==> config.mk <==
export PLATFORM = sky130hd
export DESIGN_NAME = enigma_rotor_cipher
export DESIGN_NICKNAME = d
export VERILOG_FILES = /design/src/sv/erc_pkg.sv /design/src/sv/enigma_rotor_cipher.sv
export SDC_FILE = /design/constraint.sdc
export NUM_CORES = 2
export LEC_CHECK = 0
export ABC_AREA = 1
export BUFFER_PORTS_ARGS = -buffer_cell sky130_fd_sc_hd__buf_2
export CAP_MARGIN = 5
export CORE_MARGIN = 2
export CORE_UTILIZATION = 30
export CTS_CLUSTER_SIZE = 25
export DETAILED_ROUTE_END_ITERATION = 7
export GPL_TIMING_DRIVEN = 1
export PLACE_DENSITY = 0.48
export SYNTH_ARGS = -nofsm -noshare
export SYNTH_HDL_FRONTEND = slang
export SYNTH_SLANG_ARGS = --single-unit
==> constraint.sdc <==
create_clock -name clk -period 5.24 [get_ports clk]
set_input_delay 0.524 -clock clk [delete_from_list [all_inputs] [get_ports clk]]
set_output_delay 0.524 -clock clk [all_outputs]
set_load 0.005 [all_outputs]
==> src/sv/erc_pkg.sv <==
// shared types and constants for the three-rotor letter cipher
package erc_pkg;

	localparam int ALPHA = 26;
	localparam int LW = 5;

	// table memory a: forward wiring of the three rotors, reflector, plugboard
	localparam int MEM_A_DEPTH = 5 * ALPHA;
	localparam int AW_A = $clog2(MEM_A_DEPTH);
	// table memory b: inverse wiring of the three rotors
	localparam int MEM_B_DEPTH = 3 * ALPHA;
	localparam int AW_B = $clog2(MEM_B_DEPTH);

	localparam logic [AW_A-1:0] A_FAST_BASE = AW_A'(0);
	localparam logic [AW_A-1:0] A_MID_BASE = AW_A'(ALPHA);
	localparam logic [AW_A-1:0] A_SLOW_BASE = AW_A'(2 * ALPHA);
	localparam logic [AW_A-1:0] A_REFL_BASE = AW_A'(3 * ALPHA);
	localparam logic [AW_A-1:0] A_PLUG_BASE = AW_A'(4 * ALPHA);
	localparam logic [AW_B-1:0] B_FAST_BASE = AW_B'(0);
	localparam logic [AW_B-1:0] B_MID_BASE = AW_B'(ALPHA);
	localparam logic [AW_B-1:0] B_SLOW_BASE = AW_B'(2 * ALPHA);

	// actions
	localparam logic [1:0] ACT_ENCRYPT = 2'd0;
	localparam logic [1:0] ACT_LOAD = 2'd1;
	localparam logic [1:0] ACT_RESTART = 2'd2;

	// table selects
	localparam logic [2:0] TBL_FAST = 3'd0;
	localparam logic [2:0] TBL_MIDDLE = 3'd1;
	localparam logic [2:0] TBL_SLOW = 3'd2;
	localparam logic [2:0] TBL_REFL = 3'd3;
	localparam logic [2:0] TBL_PLUG = 3'd4;

	// configuration register indexes
	localparam logic [2:0] CFG_START_FAST = 3'd0;
	localparam logic [2:0] CFG_START_MIDDLE = 3'd1;
	localparam logic [2:0] CFG_START_SLOW = 3'd2;
	localparam logic [2:0] CFG_NOTCH_FAST = 3'd3;
	localparam logic [2:0] CFG_NOTCH_MIDDLE = 3'd4;

	// configuration reset values
	localparam logic [LW-1:0] RST_START_FAST = LW'(23);
	localparam logic [LW-1:0] RST_START_MIDDLE = LW'(3);
	localparam logic [LW-1:0] RST_START_SLOW = LW'(7);
	localparam logic [LW-1:0] RST_NOTCH_FAST = LW'(22);
	localparam logic [LW-1:0] RST_NOTCH_MIDDLE = LW'(5);

	typedef struct packed {
		logic [1:0]    action;
		logic [2:0]    table_select;
		logic [LW-1:0] entry_index;
		logic [LW-1:0] entry_value;
		logic [LW-1:0] plain_letter;
	} in_item_t;

	typedef struct packed {
		logic [LW-1:0] cipher_letter;
		logic [LW-1:0] fast_position;
		logic [LW-1:0] middle_position;
		logic [LW-1:0] slow_position;
	} out_item_t;

	// lookup sequencer; each state names the table whose read data is arriving
	typedef enum logic [9:0] {
		ST_IDLE     = 10'b00_0000_0001,
		ST_PLUG_IN  = 10'b00_0000_0010,
		ST_FAST_FWD = 10'b00_0000_0100,
		ST_MID_FWD  = 10'b00_0000_1000,
		ST_SLOW_FWD = 10'b00_0001_0000,
		ST_REFL     = 10'b00_0010_0000,
		ST_SLOW_INV = 10'b00_0100_0000,
		ST_MID_INV  = 10'b00_1000_0000,
		ST_FAST_INV = 10'b01_0000_0000,
		ST_PLUG_OUT = 10'b10_0000_0000
	} eng_state_t;

endpackage

==> src/sv/enigma_rotor_cipher.sv <==
// three-rotor letter cipher with loadable wiring tables held in two memories
//
// input channel (item_valid/item_ready/item): each transfer is a table load,
// a restart of the rotor positions, or one letter to encipher. loads and
// restarts give no result; back-to-back loads are taken
// every cycle. a letter steps the rotors at its transfer, then runs nine
// dependent lookups through the table memories (plugboard, three rotors
// forward, reflector, three rotors inverse, plugboard), one lookup per cycle
// on the synchronous read port; the letter holds the lookup engine until
// its last lookup step hands on the result, and no new letter is taken before.
// output channel (result_valid/result_ready/result): the result register is
// loaded when the letter's last lookup step finds it free. the engine takes a new item
// while a result still waits; if the receiver stalls, a second finished
// letter waits in its last lookup step and input is held off.
// config port (cfg_write/cfg_index/cfg_data): writes start and notch
// registers at once; write only while the block is idle.
// reset clears control state, sets start/notch registers to their defaults
// and the rotors to the default start positions; the wiring tables are
// undefined until loaded.
module enigma_rotor_cipher (
	input  logic              clk,
	input  logic              arst_n,
	input  logic              item_valid,
	output logic              item_ready,
	input  erc_pkg::in_item_t item,
	output logic              result_valid,
	input  logic              result_ready,
	output erc_pkg::out_item_t result,
	input  logic              cfg_write,
	input  logic [2:0]        cfg_index,
	input  logic [erc_pkg::LW-1:0] cfg_data
);

	// (a + b) mod alphabet for a, b below the alphabet size
	function automatic logic [erc_pkg::LW-1:0] add_mod(input logic [erc_pkg::LW-1:0] a,
			input logic [erc_pkg::LW-1:0] b);
		logic [erc_pkg::LW:0] s;
		s = {1'b0, a} + {1'b0, b};
		if (s >= (erc_pkg::LW+1)'(erc_pkg::ALPHA)) begin
			s = s - (erc_pkg::LW+1)'(erc_pkg::ALPHA);
		end
		return s[erc_pkg::LW-1:0];
	endfunction

	// (w - p) mod alphabet
	function automatic logic [erc_pkg::LW-1:0] sub_mod(input logic [erc_pkg::LW-1:0] w,
			input logic [erc_pkg::LW-1:0] p);
		logic [erc_pkg::LW:0] d;
		if (w >= p) begin
			d = {1'b0, w} - {1'b0, p};
		end else begin
			d = {1'b0, w} + (erc_pkg::LW+1)'(erc_pkg::ALPHA) - {1'b0, p};
		end
		return d[erc_pkg::LW-1:0];
	endfunction

	// reduce a 5-bit value once below the alphabet size
	function automatic logic [erc_pkg::LW-1:0] fold(input logic [erc_pkg::LW-1:0] v);
		logic [erc_pkg::LW-1:0] r;
		r = v;
		if (v >= erc_pkg::LW'(erc_pkg::ALPHA)) begin
			r = v - erc_pkg::LW'(erc_pkg::ALPHA);
		end
		return r;
	endfunction

	function automatic logic [erc_pkg::LW-1:0] inc_mod(input logic [erc_pkg::LW-1:0] p);
		return (p == erc_pkg::LW'(erc_pkg::ALPHA - 1)) ? '0 : p + 1'b1;
	endfunction

	// configuration registers
	logic [erc_pkg::LW-1:0] start_fast_q, start_middle_q, start_slow_q;
	logic [erc_pkg::LW-1:0] notch_fast_q, notch_middle_q;

	// rotor positions
	logic [erc_pkg::LW-1:0] pos_fast_q, pos_mid_q, pos_slow_q;
	logic [erc_pkg::LW-1:0] step_fast, step_mid, step_slow;
	logic                   middle_ready, carry_middle;
	logic [erc_pkg::LW-1:0] before_notch;

	// table memories
	logic [erc_pkg::LW-1:0]   mem_a [erc_pkg::MEM_A_DEPTH];
	logic [erc_pkg::LW-1:0]   mem_b [erc_pkg::MEM_B_DEPTH];
	logic [erc_pkg::LW-1:0]   rdata_a_q, rdata_b_q;
	logic                     re_a, re_b, we_a, we_b;
	logic [erc_pkg::AW_A-1:0] raddr_a, waddr_a;
	logic [erc_pkg::AW_B-1:0] raddr_b, waddr_b;
	logic [erc_pkg::LW-1:0]   wdata_a, wdata_b;

	// sequencer
	erc_pkg::eng_state_t    state_q, state_d;
	logic                   take, take_letter, take_load, take_restart;
	logic                   load_ok, out_free, finish;
	logic [erc_pkg::LW-1:0] cur;

	assign out_free = !result_valid || result_ready;
	// a finished letter leaves the engine once the result register is free
	assign finish = (state_q == erc_pkg::ST_PLUG_OUT) && out_free;
	assign item_ready = (state_q == erc_pkg::ST_IDLE) || finish;
	assign take = item_valid && item_ready;
	assign take_letter = take && (item.action == erc_pkg::ACT_ENCRYPT);
	assign take_load = take && (item.action == erc_pkg::ACT_LOAD);
	assign take_restart = take && (item.action == erc_pkg::ACT_RESTART);
	// loads with an index or value beyond the alphabet are dropped
	assign load_ok = (item.entry_index < erc_pkg::LW'(erc_pkg::ALPHA)) &&
		(item.entry_value < erc_pkg::LW'(erc_pkg::ALPHA));

	// rotor stepping with double step at the middle notch
	always_comb begin
		before_notch = (notch_middle_q == '0) ? erc_pkg::LW'(erc_pkg::ALPHA - 1)
			: notch_middle_q - 1'b1;
		middle_ready = (notch_middle_q < erc_pkg::LW'(erc_pkg::ALPHA)) &&
			(pos_mid_q == before_notch);
		step_fast = inc_mod(pos_fast_q);
		carry_middle = (step_fast == notch_fast_q) || middle_ready;
		step_mid = carry_middle ? inc_mod(pos_mid_q) : pos_mid_q;
		step_slow = (carry_middle && (step_mid == notch_middle_q)) ? inc_mod(pos_slow_q)
			: pos_slow_q;
	end

	// table writes for loads: forward wiring into a, inverse wiring into b
	always_comb begin
		we_a = 1'b0;
		we_b = 1'b0;
		waddr_a = '0;
		waddr_b = '0;
		wdata_a = item.entry_value;
		wdata_b = item.entry_index;
		if (take_load && load_ok) begin
			case (item.table_select)
				erc_pkg::TBL_FAST: begin
					we_a = 1'b1;
					we_b = 1'b1;
					waddr_a = erc_pkg::A_FAST_BASE + erc_pkg::AW_A'(item.entry_index);
					waddr_b = erc_pkg::B_FAST_BASE + erc_pkg::AW_B'(item.entry_value);
				end
				erc_pkg::TBL_MIDDLE: begin
					we_a = 1'b1;
					we_b = 1'b1;
					waddr_a = erc_pkg::A_MID_BASE + erc_pkg::AW_A'(item.entry_index);
					waddr_b = erc_pkg::B_MID_BASE + erc_pkg::AW_B'(item.entry_value);
				end
				erc_pkg::TBL_SLOW: begin
					we_a = 1'b1;
					we_b = 1'b1;
					waddr_a = erc_pkg::A_SLOW_BASE + erc_pkg::AW_A'(item.entry_index);
					waddr_b = erc_pkg::B_SLOW_BASE + erc_pkg::AW_B'(item.entry_value);
				end
				erc_pkg::TBL_REFL: begin
					we_a = 1'b1;
					waddr_a = erc_pkg::A_REFL_BASE + erc_pkg::AW_A'(item.entry_index);
				end
				erc_pkg::TBL_PLUG: begin
					we_a = 1'b1;
					waddr_a = erc_pkg::A_PLUG_BASE + erc_pkg::AW_A'(item.entry_index);
				end
				default: begin
					we_a = 1'b0;
				end
			endcase
		end
	end

	// lookup chain: strip the rotor offset from the arriving data, then
	// issue the next read with the following rotor's offset added
	always_comb begin
		re_a = 1'b0;
		re_b = 1'b0;
		raddr_a = '0;
		raddr_b = '0;
		cur = rdata_a_q;
		state_d = state_q;
		case (state_q)
			erc_pkg::ST_PLUG_IN: begin
				cur = rdata_a_q;
				re_a = 1'b1;
				raddr_a = erc_pkg::A_FAST_BASE + erc_pkg::AW_A'(add_mod(cur, pos_fast_q));
				state_d = erc_pkg::ST_FAST_FWD;
			end
			erc_pkg::ST_FAST_FWD: begin
				cur = sub_mod(rdata_a_q, pos_fast_q);
				re_a = 1'b1;
				raddr_a = erc_pkg::A_MID_BASE + erc_pkg::AW_A'(add_mod(cur, pos_mid_q));
				state_d = erc_pkg::ST_MID_FWD;
			end
			erc_pkg::ST_MID_FWD: begin
				cur = sub_mod(rdata_a_q, pos_mid_q);
				re_a = 1'b1;
				raddr_a = erc_pkg::A_SLOW_BASE + erc_pkg::AW_A'(add_mod(cur, pos_slow_q));
				state_d = erc_pkg::ST_SLOW_FWD;
			end
			erc_pkg::ST_SLOW_FWD: begin
				cur = sub_mod(rdata_a_q, pos_slow_q);
				re_a = 1'b1;
				raddr_a = erc_pkg::A_REFL_BASE + erc_pkg::AW_A'(cur);
				state_d = erc_pkg::ST_REFL;
			end
			erc_pkg::ST_REFL: begin
				cur = fold(rdata_a_q);
				re_b = 1'b1;
				raddr_b = erc_pkg::B_SLOW_BASE + erc_pkg::AW_B'(add_mod(cur, pos_slow_q));
				state_d = erc_pkg::ST_SLOW_INV;
			end
			erc_pkg::ST_SLOW_INV: begin
				cur = sub_mod(rdata_b_q, pos_slow_q);
				re_b = 1'b1;
				raddr_b = erc_pkg::B_MID_BASE + erc_pkg::AW_B'(add_mod(cur, pos_mid_q));
				state_d = erc_pkg::ST_MID_INV;
			end
			erc_pkg::ST_MID_INV: begin
				cur = sub_mod(rdata_b_q, pos_mid_q);
				re_b = 1'b1;
				raddr_b = erc_pkg::B_FAST_BASE + erc_pkg::AW_B'(add_mod(cur, pos_fast_q));
				state_d = erc_pkg::ST_FAST_INV;
			end
			erc_pkg::ST_FAST_INV: begin
				cur = sub_mod(rdata_b_q, pos_fast_q);
				re_a = 1'b1;
				raddr_a = erc_pkg::A_PLUG_BASE + erc_pkg::AW_A'(cur);
				state_d = erc_pkg::ST_PLUG_OUT;
			end
			erc_pkg::ST_PLUG_OUT: begin
				// cipher letter sits in rdata_a_q and holds while stalled
				if (finish) begin
					state_d = erc_pkg::ST_IDLE;
				end
			end
			default: begin
				state_d = erc_pkg::ST_IDLE;
			end
		endcase
		// a new letter starts with the plugboard read
		if (take_letter) begin
			re_a = 1'b1;
			raddr_a = erc_pkg::A_PLUG_BASE + erc_pkg::AW_A'(fold(item.plain_letter));
			state_d = erc_pkg::ST_PLUG_IN;
		end
	end

	// table memories with registered read data; read data holds when not read
	always_ff @(posedge clk) begin
		if (we_a) begin
			mem_a[waddr_a] <= wdata_a;
		end
		if (re_a) begin
			rdata_a_q <= mem_a[raddr_a];
		end
	end

	always_ff @(posedge clk) begin
		if (we_b) begin
			mem_b[waddr_b] <= wdata_b;
		end
		if (re_b) begin
			rdata_b_q <= mem_b[raddr_b];
		end
	end

	// configuration registers
	always_ff @(posedge clk or negedge arst_n) begin
		if (!arst_n) begin
			start_fast_q <= erc_pkg::RST_START_FAST;
			start_middle_q <= erc_pkg::RST_START_MIDDLE;
			start_slow_q <= erc_pkg::RST_START_SLOW;
			notch_fast_q <= erc_pkg::RST_NOTCH_FAST;
			notch_middle_q <= erc_pkg::RST_NOTCH_MIDDLE;
		end else if (cfg_write) begin
			case (cfg_index)
				erc_pkg::CFG_START_FAST: start_fast_q <= cfg_data;
				erc_pkg::CFG_START_MIDDLE: start_middle_q <= cfg_data;
				erc_pkg::CFG_START_SLOW: start_slow_q <= cfg_data;
				erc_pkg::CFG_NOTCH_FAST: notch_fast_q <= cfg_data;
				erc_pkg::CFG_NOTCH_MIDDLE: notch_middle_q <= cfg_data;
				default: begin
				end
			endcase
		end
	end

	// rotor positions: step on a letter, reload on restart
	always_ff @(posedge clk or negedge arst_n) begin
		if (!arst_n) begin
			pos_fast_q <= fold(erc_pkg::RST_START_FAST);
			pos_mid_q <= fold(erc_pkg::RST_START_MIDDLE);
			pos_slow_q <= fold(erc_pkg::RST_START_SLOW);
		end else if (take_letter) begin
			pos_fast_q <= step_fast;
			pos_mid_q <= step_mid;
			pos_slow_q <= step_slow;
		end else if (take_restart) begin
			pos_fast_q <= fold(start_fast_q);
			pos_mid_q <= fold(start_middle_q);
			pos_slow_q <= fold(start_slow_q);
		end
	end

	// sequencer state
	always_ff @(posedge clk or negedge arst_n) begin
		if (!arst_n) begin
			state_q <= erc_pkg::ST_IDLE;
		end else begin
			state_q <= state_d;
		end
	end

	// result register; positions are still those of the finishing letter
	always_ff @(posedge clk or negedge arst_n) begin
		if (!arst_n) begin
			result_valid <= 1'b0;
		end else if (finish) begin
			result_valid <= 1'b1;
		end else if (result_ready) begin
			result_valid <= 1'b0;
		end
	end

	always_ff @(posedge clk) begin
		if (finish) begin
			result.cipher_letter <= rdata_a_q;
			result.fast_position <= pos_fast_q;
			result.middle_position <= pos_mid_q;
			result.slow_position <= pos_slow_q;
		end
	end

endmodule
==> reports/qor_table.md <==
| Result | This run |
| --- | --- |
| Syn_nets | 5612 |
| X dimension of the die | 432 um |
| Synthesized area divided by synthesized cell count | 10.1 um^2 |
| Count of distinct cell types in the synthesized netlist | 65 |
| Share of Yosys cell area claimed by the top area cell type | 58.4% |
| Most common library cell in the layout ignoring fill and taps | nand2_1 |
| Synth Register Bits | 1121 |
| I/O pin count | 55 |
| Count of max-cap constraint violations | 0 |
| Drt via density | 4.89 |
| Antenna fix cells | 0 |
| Commonest non-fill, non-tap cells in the layout | nand2_1, edfxtp_1, nand3_1 |
| Overall track demand over capacity in global routing | 18.2% |
| Area grow syn2layout | 21.6% |
| Critical path fanouts, max | 7 |
| Worst rel slew slack | 29.9% |
| Number of flops mapped to enable cells by yosys | 1070 |
| Async S/R FF share, synth | 4.55% |
| Multi-input gate area in the final layout | 20300 um^2 |
| Max Clk Rate | 186 MHz |
| Min cycle time layout | 5380 ps |
| Filler Cells Inserted | 18.2k |
| Antenna violations before repair | 17 |
| Router iterations before antenna repair | 6 |
| Start-to-end type of the worst setup path | flip-flop to flip-flop |
| Clock tree root driver cell | clkbuf_16 |
| Uppermost layer routed | met4 |
| Largest net degree at the start of global routing | 131 |
| Max stage delay on crit path | 480 ps |
| Area of the die | 187000 um^2 |
| Routed WL per cell | 21.1 um |
| Setup crit start kind | flip-flop |
| GPL Wtd Cong | 0.894 |
| Post-Synthesis Cells | 5436 |
| Post-CTS clock slew at the launch and capture registers of the worst setup and hold paths | 60 ps |
| Skew-Pair Late Insertion Delay | 780 ps |
| CTS HTree Levels | 4 |
| Worst endpoint required time | 5900 ps |
| Detailed Place HPWL | 112000 um |
| Leftover overflow at the end of global routing | 0 |
| Vias in the first global route | 39.6k |
| Pleak | 26.4 nW |
| Ranking of synthesized cells by area | edfxtp_1, nand2_1, nand3_1 |
| Final number of setup-violating endpoints | 5 |
| Final std cells w/o fill | 8245 |
| Slowest cell on the critical path | edfxtp_1 |
| Final core utilization | 36.6% |
| Routed WL | 174000 um |
| Wire length the detailed router placed on met1 | 78400 um |
| Worst R2R Setup Slack | -140 ps |
| Longest Clk Path Bufs | 3 |
| Final Net Count | 5931 |
| Global-route wire length before repair | 256000 um |
| IR drop worst, VDD | 0.479 mV |
| Layout cell share with drive strength beyond 1 | 18.3% |
| Element type at the critical path end | flip-flop |
| Hold_ws | 91.8 ps |
| Number of port buffers | 54 |
| Area of the core | 183000 um^2 |
| Starting density of the core | 30.1% |
| Footprint of the flip-flops and latches | 33400 um^2 |
| Number of rows in the core area | 157 |
| Sequential fraction of the synthesis area | 60.8% |
| Post-Synthesis Cell Area | 55000 um^2 |
| Initial DRC Count | 3415 |
| TritonCTS clock tree | done |
| Status | finished, violations left |
| Detailed-route DRC error count | 0 |
| CP most frequent cell | nand2_2 |
| Met2 WL | 82700 um |
| Count of final hold-check violations | 0 |
| Post-placement cell count | 7924 |
| Unrepaired setup endpoints after global routing | yes |
| Final total negative setup slack | -457 ps |
| Ys flop type | edfxtp_1 |
| Via count | 40.3k |
| Pwr per Cell Area | 426 nW/um^2 |
| Yosys top cell by area | edfxtp_1 |
| Total of warnings raised by yosys | 0 |
| Die height | 432 um |
| Arrival time at the worst endpoint | 6030 ps |
| Clk sink count | 1121 |
| Class of the most critical hold timing path | primary input to flip-flop |
| Count of antenna-violating nets left after detailed routing | 0 |
| Max Slew Vio Count | 0 |
| Tcrit/Tclk final | 103% |
| Clock Skews | 30.6 ps |
| Transition time of the tightest slew-check pin | 1050 ps |
| Inserted Clock Buffers | 131 |
| Violations in the final reports | negative setup slack |
| Routed met3 length | 8150 um |
| Worst path setup slack after routing | -136 ps |
## area by class of cell
class / count / area share, %
inverter: 502 / 2.85
timing repair buffer: 407 / 5.78
timing repair inverter: 1 / 0.00749
sequential: 1121 / 50.0
tap: 2385 / 4.46
clock buffer: 154 / 5.13
clock inverter: 84 / 1.41
multi-input combinational: 3591 / 30.3
## kinds of logic (layout without fill, tap and decap cells)
group	count (synthesis)	in the layout	share of synthesized area [%]
flip-flops	1121	1121	60.8
adder cells (fa/ha/maj)	143	143	3.50
AND/OR/NAND/NOR	2811	2811	22.1
AO/OA/AOI/OAI	432	432	4.45
XOR/XNOR	86	86	1.37
multiplexers	119	119	2.42
buffers and inverters	724	1148	5.37
## worst max-delay path, delay by kind of cell (launching register included)
family | cells | cell delay (ps)
buf+inv | 8 | 1160
fa+ha+maj | 3 | 740
simple gates | 14 | 1370
xor+xnor | 1 | 200
flops | 1 | 480
compound gates | 7 | 1160
mux | 1 | 110
## metal layers
metal / vias to the layer above / global-route usage, %
met2: 1071 / 30.4
met1: 19800 / 24.7
li1: 19200 / -
met3: 270 / 2.36
met5: - / 0
met4: 0 / 5.42
## metrics by stage
| step | power (mW) | worst slack, ps | area [um^2] |
|---|---|---|---|
| detailed placement | 17.1 | -423 | 59800 |
| CTS | 27.3 | -86.6 | 65500 |
| global route | 29.9 | -372 | 66800 |
| floorplan | 14.2 | 1.46 | 55000 |
| finish | 28.4 | -136 | 66800 |
| global placement | 17.1 | -373 | 59800 |
## registers in the layout, indices dropped and copies added (netlist names)
register and count:
mem_a 650, mem_b 390, notch_fast_q 5, notch_middle_q 5, pos_fast_q 5, pos_mid_q 5
pos_slow_q 5, rdata_a_q 5, rdata_b_q 5, result 20, result_valid 1, start_fast_q 5
start_middle_q 5, start_slow_q 5, state_q 10
## power by group
part | total (mW) | switching, mW | internal, mW
clock | 9.32 | 3.89 | 5.43
combinational | 9.11 | 5.05 | 4.06
sequential | 10.0 | 0.0735 | 9.94
## final timing paths
check / from / to / cells past startpoint
worst max register to register: rdata_a_q[1]$_DFFE_PP_ / rdata_a_q[0]$_DFFE_PP_ / 34
min in group asynchronous: arst_n / notch_middle_q[3]$_DFFE_PN0P_ / 3
worst max-delay path: rdata_a_q[1]$_DFFE_PP_ / rdata_a_q[0]$_DFFE_PP_ / 34
max in group asynchronous: arst_n / state_q[1]$_DFFE_PN0P_ / 3
worst min register to register: start_fast_q[0]$_DFFE_PN1P_ / start_fast_q[0]$_DFFE_PN1P_ / 2
worst min-delay path: cfg_data[0] / start_fast_q[0]$_DFFE_PN1P_ / 3
## Yosys cell counts, types with 9 or more instances
cell / instances
a21boi_0: 22
o21ai_0: 232
o21ai_1: 16
nor2_1: 339
o21bai_1: 12
edfxtp_1: 1070
nand2_1: 1583
xnor2_1: 26
nand4_1: 41
clkbuf_1: 82
a21oi_1: 86
mux2_2: 110
buf_2: 109
nand3_1: 647
nor3_1: 30
buf_4: 22
ha_1: 125
fa_1: 18
xor2_1: 60
nand2b_1: 9
inv_1: 491
dfrtp_1: 27
nand3b_1: 120
mux2i_1: 9
o211ai_1: 11
dfstp_2: 24
## timing repair
| item | in CTS | in global routing |
|---|---|---|
| resized for setup | 156 | 239 |
| hold buffers | 2 | 0 |
| setup buffers | 41 | 30 |
| hold endpoints to repair | 28 | 0 |
| setup endpoints to repair | 10 | 10 |
| gates cloned | 8 | 6 |
| pin swaps | 56 | 130 |
Note: power is estimated with default switching activity, not from simulation.
